[src/sha_pkg.sv]
// ----------------------------------------------------------------------------
// sha_pkg
// Shared types, constants and round functions of the streaming SHA-256 hasher.
// ----------------------------------------------------------------------------
package sha_pkg;

	typedef logic [31:0] word_t;

	// one queued input word
	typedef struct packed {
		logic       action;
		logic [7:0] data_byte;
	} item_t;

	// handshake between front queue and back engine
	typedef struct packed {
		logic  valid;
		item_t item;
	} front_t;

	typedef enum logic [2:0] {
		ST_IDLE,
		ST_PAD,
		ST_LEN,
		ST_ROUND,
		ST_ADD,
		ST_EMIT
	} back_state_t;

	localparam logic       ACT_ABSORB = 1'b0;
	localparam logic       ACT_FINISH = 1'b1;
	localparam logic [7:0] PAD_MARK   = 8'h80;
	localparam logic [5:0] LEN_START  = 6'd56;
	localparam logic [5:0] BLK_LAST   = 6'd63;
	localparam logic [2:0] WORD_LAST  = 3'd7;

	localparam word_t H_INIT [8] = '{
		32'h6a09e667, 32'hbb67ae85, 32'h3c6ef372, 32'ha54ff53a,
		32'h510e527f, 32'h9b05688c, 32'h1f83d9ab, 32'h5be0cd19
	};

	localparam word_t ROUND_K [64] = '{
		32'h428a2f98, 32'h71374491, 32'hb5c0fbcf, 32'he9b5dba5,
		32'h3956c25b, 32'h59f111f1, 32'h923f82a4, 32'hab1c5ed5,
		32'hd807aa98, 32'h12835b01, 32'h243185be, 32'h550c7dc3,
		32'h72be5d74, 32'h80deb1fe, 32'h9bdc06a7, 32'hc19bf174,
		32'he49b69c1, 32'hefbe4786, 32'h0fc19dc6, 32'h240ca1cc,
		32'h2de92c6f, 32'h4a7484aa, 32'h5cb0a9dc, 32'h76f988da,
		32'h983e5152, 32'ha831c66d, 32'hb00327c8, 32'hbf597fc7,
		32'hc6e00bf3, 32'hd5a79147, 32'h06ca6351, 32'h14292967,
		32'h27b70a85, 32'h2e1b2138, 32'h4d2c6dfc, 32'h53380d13,
		32'h650a7354, 32'h766a0abb, 32'h81c2c92e, 32'h92722c85,
		32'ha2bfe8a1, 32'ha81a664b, 32'hc24b8b70, 32'hc76c51a3,
		32'hd192e819, 32'hd6990624, 32'hf40e3585, 32'h106aa070,
		32'h19a4c116, 32'h1e376c08, 32'h2748774c, 32'h34b0bcb5,
		32'h391c0cb3, 32'h4ed8aa4a, 32'h5b9cca4f, 32'h682e6ff3,
		32'h748f82ee, 32'h78a5636f, 32'h84c87814, 32'h8cc70208,
		32'h90befffa, 32'ha4506ceb, 32'hbef9a3f7, 32'hc67178f2
	};

	function automatic word_t rotr(input word_t x, input int unsigned n);
		return (x >> n) | (x << (32 - n));
	endfunction

	function automatic word_t big_s0(input word_t x);
		return rotr(x, 2) ^ rotr(x, 13) ^ rotr(x, 22);
	endfunction

	function automatic word_t big_s1(input word_t x);
		return rotr(x, 6) ^ rotr(x, 11) ^ rotr(x, 25);
	endfunction

	function automatic word_t small_s0(input word_t x);
		return rotr(x, 7) ^ rotr(x, 18) ^ (x >> 3);
	endfunction

	function automatic word_t small_s1(input word_t x);
		return rotr(x, 17) ^ rotr(x, 19) ^ (x >> 10);
	endfunction

endpackage

[src/sha_front.sv]
// ----------------------------------------------------------------------------
// sha_front
// Input queue: takes words from the push side and holds them for the engine.
// ----------------------------------------------------------------------------
module sha_front #(
	parameter int DEPTH = 4
) (
	input  logic           clk,
	input  logic           arst_n,
	input  logic           push,
	output logic           full,
	input  sha_pkg::item_t push_item,
	output sha_pkg::front_t head,
	input  logic           take
);
	import sha_pkg::*;

	localparam int AW = (DEPTH > 1) ? $clog2(DEPTH) : 1;

	item_t          mem_q [DEPTH];
	logic [AW-1:0]  wr_q;
	logic [AW-1:0]  rd_q;
	logic [AW:0]    cnt_q;
	logic           do_push;
	logic           do_take;

	assign full    = (cnt_q == (AW+1)'(DEPTH));
	assign do_push = push && !full;
	assign do_take = take && (cnt_q != '0);

	assign head.valid = (cnt_q != '0);
	assign head.item  = mem_q[rd_q];

	// storage
	always_ff @(posedge clk) begin
		if (do_push) begin
			mem_q[wr_q] <= push_item;
		end
	end

	// pointers and fill count
	always_ff @(posedge clk or negedge arst_n) begin
		if (!arst_n) begin
			wr_q  <= '0;
			rd_q  <= '0;
			cnt_q <= '0;
		end else begin
			if (do_push) begin
				wr_q <= (wr_q == AW'(DEPTH - 1)) ? '0 : wr_q + 1'b1;
			end
			if (do_take) begin
				rd_q <= (rd_q == AW'(DEPTH - 1)) ? '0 : rd_q + 1'b1;
			end
			cnt_q <= cnt_q + (AW+1)'(do_push) - (AW+1)'(do_take);
		end
	end

endmodule

[src/sha_back.sv]
// ----------------------------------------------------------------------------
// sha_back
// Hash engine: byte buffer, padding sequencer, round unit and digest output.
// ----------------------------------------------------------------------------
module sha_back (
	input  logic            clk,
	input  logic            arst_n,
	input  sha_pkg::front_t head,
	output logic            take,
	input  logic            pop,
	output logic            empty,
	output logic [31:0]     digest_word,
	output logic [2:0]      word_index,
	output logic            last_word
);
	import sha_pkg::*;

	back_state_t state_q, state_d;

	logic [511:0] blk_q;
	logic [5:0]   fill_q;
	logic [5:0]   round_q;
	logic [63:0]  bits_q;
	logic         fin_q;
	logic         lendone_q;
	logic [2:0]   idx_q;
	word_t        h_q [8];
	word_t        v_q [8];
	logic         ovalid_q;
	word_t        oword_q;
	logic [2:0]   oidx_q;

	logic         insert;
	logic [7:0]   ins_byte;
	logic         load_out;
	logic         blk_full;
	word_t        w_new;
	word_t        t1;
	word_t        t2;

	// next state
	always_comb begin
		state_d = state_q;
		unique case (state_q)
			ST_IDLE: begin
				if (head.valid) begin
					if (blk_full) state_d = ST_ROUND;
					else if (head.item.action == ACT_FINISH) state_d = ST_PAD;
				end
			end
			ST_PAD: begin
				if (fill_q == LEN_START) state_d = ST_LEN;
				else if (blk_full) state_d = ST_ROUND;
			end
			ST_LEN: begin
				if (blk_full) state_d = ST_ROUND;
			end
			ST_ROUND: begin
				if (round_q == BLK_LAST) state_d = ST_ADD;
			end
			ST_ADD: begin
				if (lendone_q) state_d = ST_EMIT;
				else if (fin_q) state_d = ST_PAD;
				else state_d = ST_IDLE;
			end
			ST_EMIT: begin
				if (load_out && idx_q == WORD_LAST) state_d = ST_IDLE;
			end
			default: state_d = ST_IDLE;
		endcase
	end

	// control outputs
	always_comb begin
		take     = 1'b0;
		insert   = 1'b0;
		ins_byte = '0;
		load_out = 1'b0;
		unique case (state_q)
			ST_IDLE: begin
				take     = head.valid;
				insert   = head.valid;
				ins_byte = (head.item.action == ACT_FINISH) ? PAD_MARK
					: head.item.data_byte;
			end
			ST_PAD: begin
				insert = (fill_q != LEN_START);
			end
			ST_LEN: begin
				insert   = 1'b1;
				ins_byte = bits_q[{~fill_q[2:0], 3'b000} +: 8];
			end
			ST_EMIT: begin
				load_out = !ovalid_q || pop;
			end
			default: ;
		endcase
	end

	assign blk_full = insert && (fill_q == BLK_LAST);

	// message schedule and round math
	always_comb begin
		w_new = small_s1(blk_q[511-32*14 -: 32]) + blk_q[511-32*9 -: 32]
			+ small_s0(blk_q[511-32 -: 32]) + blk_q[511 -: 32];
		t1 = v_q[7] + big_s1(v_q[4]) + ((v_q[4] & v_q[5]) ^ (~v_q[4] & v_q[6]))
			+ ROUND_K[round_q] + blk_q[511 -: 32];
		t2 = big_s0(v_q[0])
			+ ((v_q[0] & v_q[1]) ^ (v_q[0] & v_q[2]) ^ (v_q[1] & v_q[2]));
	end

	// block buffer and working variables
	always_ff @(posedge clk) begin
		if (insert) begin
			blk_q <= {blk_q[503:0], ins_byte};
		end else if (state_q == ST_ROUND) begin
			blk_q <= {blk_q[479:0], w_new};
		end
		if (blk_full) begin
			v_q <= h_q;
		end else if (state_q == ST_ROUND) begin
			v_q[7] <= v_q[6];
			v_q[6] <= v_q[5];
			v_q[5] <= v_q[4];
			v_q[4] <= v_q[3] + t1;
			v_q[3] <= v_q[2];
			v_q[2] <= v_q[1];
			v_q[1] <= v_q[0];
			v_q[0] <= t1 + t2;
		end
		if (load_out) begin
			oword_q <= h_q[idx_q];
			oidx_q  <= idx_q;
		end
	end

	// control and chaining state
	always_ff @(posedge clk or negedge arst_n) begin
		if (!arst_n) begin
			state_q   <= ST_IDLE;
			fill_q    <= '0;
			round_q   <= '0;
			bits_q    <= '0;
			fin_q     <= 1'b0;
			lendone_q <= 1'b0;
			idx_q     <= '0;
			h_q       <= H_INIT;
			ovalid_q  <= 1'b0;
		end else begin
			state_q <= state_d;
			if (insert) begin
				fill_q <= fill_q + 1'b1;
			end
			if (take && head.item.action == ACT_ABSORB) begin
				bits_q <= bits_q + 64'd8;
			end
			if (take && head.item.action == ACT_FINISH) begin
				fin_q <= 1'b1;
			end
			if (state_q == ST_LEN && blk_full) begin
				lendone_q <= 1'b1;
			end
			if (state_q == ST_ROUND) begin
				round_q <= round_q + 1'b1;
			end
			if (state_q == ST_ADD) begin
				for (int i = 0; i < 8; i++) begin
					h_q[i] <= h_q[i] + v_q[i];
				end
			end
			// output slot
			if (load_out) begin
				ovalid_q <= 1'b1;
			end else if (pop) begin
				ovalid_q <= 1'b0;
			end
			if (load_out) begin
				idx_q <= idx_q + 1'b1;
				if (idx_q == WORD_LAST) begin
					h_q       <= H_INIT;
					bits_q    <= '0;
					fin_q     <= 1'b0;
					lendone_q <= 1'b0;
				end
			end
		end
	end

	assign empty       = !ovalid_q;
	assign digest_word = oword_q;
	assign word_index  = oidx_q;
	assign last_word   = (oidx_q == WORD_LAST);

endmodule

[src/sha256_stream_hasher.sv]
// Absorb word: its byte is shifted into the block buffer; every 64th byte is followed by the
// 64 rounds of the single shared round unit and the chaining add, while no words are taken.
// Finish word: padding and length one byte per cycle, one or two block compressions,
// then 8 digest words, one per cycle when popped.
// Input queue holds QUEUE_DEPTH words (4 by default); the output register holds one digest word.
// Reset (arst_n low) empties both queues and restores the initial hash values.
// ----------------------------------------------------------------------------
// sha256_stream_hasher
// Streaming SHA-256: message bytes in, eight digest words out per message.
// ----------------------------------------------------------------------------
module sha256_stream_hasher #(
	parameter int QUEUE_DEPTH = 4
) (
	input  logic        clk,
	input  logic        arst_n,
	input  logic        push,
	output logic        full,
	input  logic        action,
	input  logic [7:0]  data_byte,
	output logic        empty,
	input  logic        pop,
	output logic [31:0] digest_word,
	output logic [2:0]  word_index,
	output logic        last_word
);
	import sha_pkg::*;

	item_t  push_item;
	front_t head;
	logic   take;

	assign push_item.action    = action;
	assign push_item.data_byte = data_byte;

	// input queue
	sha_front #(
		.DEPTH(QUEUE_DEPTH)
	) u_front (
		.clk      (clk),
		.arst_n   (arst_n),
		.push     (push),
		.full     (full),
		.push_item(push_item),
		.head     (head),
		.take     (take)
	);

	// hash engine
	sha_back u_back (
		.clk        (clk),
		.arst_n     (arst_n),
		.head       (head),
		.take       (take),
		.pop        (pop),
		.empty      (empty),
		.digest_word(digest_word),
		.word_index (word_index),
		.last_word  (last_word)
	);

endmodule

[config.mk]
export PLATFORM = sky130hd
export DESIGN_NAME = sha256_stream_hasher
export DESIGN_NICKNAME = d
export VERILOG_FILES = /design/src/sha_pkg.sv /design/src/sha_front.sv /design/src/sha_back.sv /design/src/sha256_stream_hasher.sv
export SDC_FILE = /design/constraint.sdc
export NUM_CORES = 2
export LEC_CHECK = 0
export BUFFER_PORTS_ARGS = -buffer_cell sky130_fd_sc_hd__buf_2
export CAP_MARGIN = 20
export CORE_ASPECT_RATIO = 0.5
export CORE_MARGIN = 2
export CORE_UTILIZATION = 35
export DETAILED_ROUTE_END_ITERATION = 8
export PLACE_DENSITY = 0.62
export SLEW_MARGIN = 10
export SYNTH_ARGS = -nofsm -noshare
export SYNTH_HDL_FRONTEND = slang
export SYNTH_SLANG_ARGS = --single-unit
[constraint.sdc]
create_clock -name clk -period 15.56 [get_ports clk]
set_clock_uncertainty 0.2 [all_clocks]
set_input_delay 1.556 -clock clk [delete_from_list [all_inputs] [get_ports clk]]
set_output_delay 1.556 -clock clk [all_outputs]
set_load 0.02 [all_outputs]
==> impl_results.md <==
- Hold Crit Class: flip-flop to flip-flop
- Critical path class: flip-flop to flip-flop
- Commonest non-fill, non-tap cell in the layout: nand2_1
- Final period util: 0.683
- Max Clk Rate: 94.0 MHz
- Clock tree root buffer cell: clkbuf_16
- Synth Net Count: 9026
- Setup TNS: 0 ns
- Wire length per cell: 21.1 um
- Crit path arrival time: 10.92 ns
- Critical Path Start Type: flip-flop
- Slew HR: 0.273
- Die area: 0.229 mm2
- Post-DR vias/cell: 5.39
- Layout area overhead: 8.80%
- Standard-cell row count: 123
- Buffers on Ports: 50
- CTS tree: yes
- CORE AREA: 0.224 mm2
- Residual DRC: 0
- Multi-input logic area: 0.0419 mm2
- Most frequent CP cell: fa_1
- Final hold vios: 0
- Max-Cap Viols: 0
- First-pass GRT wire length: 360000 um
- Fill count: 22100
- # IOs: 51
- Layout cells sized above 1: 0.0786
- Avg Cell Area, Syn: 9.36 um2
- Netlist Area Pre-Place: 0.0787 mm2
- Synthesis-stage register bit count: 1184
- Cell variety after synth: 87
- Clock sink total: 1184
- Slowest CP cell: dfrtp_1
- Final setup fails: 0
- Post-synthesis cell count: 8412
- DRT iter0 DRCs: 6282
- CP peak stage delay: 0.75 ns
- Chip Width: 675 um
- Clock transition at the registers of the reported paths: 0.07 ns
- Largest net degree at the start of global routing: 248
- Via count: 60700
- Number of antenna violations at the first check in global routing: 8
- Post-DP HPWL: 171000 um
- Final slew viol count: 0
- Yosys warning count: 0
- Routed Antenna Nets: 0
- Nets: 8781
- Clock buffer count from CTS: 118
- Setup crit end kind: flip-flop
- Starting density of the core: 0.351
- FF+latch area: 0.0340 mm2
- CTS max path bufs: 3
- Synth async-reset ratio: 0.291
- CTS-repair resized insts: 0
- Vias in the first global route: 57700
- Post-CTS Hold Fix Bufs: 0
- Gp weighted congestion: 0.933
- Commonest non-fill, non-tap cells in the layout: 2526 x nand2_1, 839 x edfxtp_1, 550 x a21oi_1, 414 x xnor2_1, 405 x ha_1
- Die Ht: 339 um
- Worst-skew pair later-pin latency: 0.78 ns
- RSZ-0062 raised after global routing: no
- Top FF cell, synth: edfxtp_1
- Worst path required time: 15.85 ns
- Worst-path maximum fanout: 17
- Status: finished, final reports clean
- Post-synth EDFFs: 839
- Post-CTS Setup Repair Bufs: 0
- Detailed Routing Iterations Pass 1: 5
- Post-Route WL: 238000 um
- GRT Util Overall: 0.204
- Grt total ovfl: 0
- H-tree Lvls: 3
- Sequential fraction of the synthesis area: 0.432
- Tmin final: 10.63 ns
- Slew at the pin with the worst max-slew slack: 1.09 ns
[sequential cells by signal, indices dropped and copies added, names as in the netlist]
name	cells
u_back.v_q	256
u_back.bits_q	61
u_back.word_index	3
u_back.round_q	6
u_back.lendone_q	1
u_front.mem_q	36
u_front.cnt_q	3
u_back.fill_q	6
u_back.blk_q	512
u_back.state_q	3
u_back.idx_q	3
u_front.wr_q	2
u_front.rd_q	2
u_back.fin_q	1
u_back.ovalid_q	1
u_back.digest_word	32
u_back.h_q	256
[kinds of logic (layout without fill, tap and decap cells)]
family | after synthesis | in the layout | share of synthesized area
simple gates | 3424 | 3424 | 0.180
compound gates | 1594 | 1594 | 0.125
flops | 1184 | 1184 | 0.432
buf+inv | 768 | 628 | 0.0367
xor+xnor | 631 | 631 | 0.0702
fa+ha+maj | 624 | 624 | 0.117
mux | 187 | 187 | 0.0398
other cells | 0 | 1 | 0
[layout make-up]
cell class                      instances  share of cell area
Multi-Input combinational cell       6460               0.490
Antenna cell                            1           0.0000292
Sequential cell                      1184               0.397
Clock inverter                         76             0.00993
Clock buffer                          149              0.0372
Inverter                              290              0.0127
Tap cell                             3000              0.0438
Timing Repair Buffer                  113             0.00964
[stage by stage]
step	worst slack [ns]	std cells	hold slack, ns	instance area, um2	utilization
floorplan	0.966	8412	0.251	78700	-
global placement	5.19	11000	0.277	81600	0.364
detailed placement	5.14	11000	0.289	81600	0.364
CTS	5.08	11300	0.302	85600	0.382
global route	4.21	11300	0.326	85700	0.382
finish	4.93	11300	0.298	85700	0.382
[synth_stat cells (51+ instances only)]
library cell,number,area (um2)
xor2_1,217,1900
edfxtp_1,839,25200
fa_1,196,3920
mux4_2,96,2160
nand2b_1,60,375
nor3_1,69,345
clkbuf_1,441,1660
dfstp_2,136,3570
ha_1,405,5070
xnor2_1,414,3630
a21oi_1,551,2760
inv_1,287,1080
nand2_1,2530,9500
nor2_1,347,1300
a21o_1,193,1450
o21ai_0,347,1740
dfrtp_1,209,5230
nor2b_1,52,325
a31oi_1,51,319
and3_1,60,375
o211ai_1,96,721
nand3_1,117,586
[layer usage]
| metal | up-vias | routed length, um | global-route usage |
|---|---|---|---|
| li1 | 28500 | - | - |
| met3 | 354 | 16400 | 0.0301 |
| met5 | - | 0 | 0 |
| met2 | 1983 | 106000 | 0.317 |
| met1 | 29900 | 108000 | 0.293 |
| met4 | 0 | 7810 | 0.0639 |
[path summary, 6_finish.rpt]
check | start | to | slack (ns) | cells after the start
max | u_back.round_q[0] | u_back.v_q[255] | 4.93 | 34
min | u_back.fill_q[4] | u_back.fill_q[4] | 0.30 | 1
max reg2reg | u_back.round_q[0] | u_back.v_q[255] | 4.93 | 34
min reg2reg | u_back.fill_q[4] | u_back.fill_q[4] | 0.30 | 1
max in group asynchronous | arst_n | u_back.h_q[215] | 12.49 | 3
min in group asynchronous | arst_n | u_back.h_q[29] | 0.55 | 1
[critical path: cells and delay by family (launching register included)]
kind                       cells  cell delay (ns)
buffers and inverters          3             0.71
and+or+nand+nor                6             1.46
AOI/OAI and AO/OA             14             2.82
xor gates and xnor gates       2             0.48
DFF                            1             0.75
muxes                          1             0.53
adders and majority gates      8             3.41
Power is not shown: default switching activity piles up to over one toggle a cycle in this logic, so the estimate is an artifact.
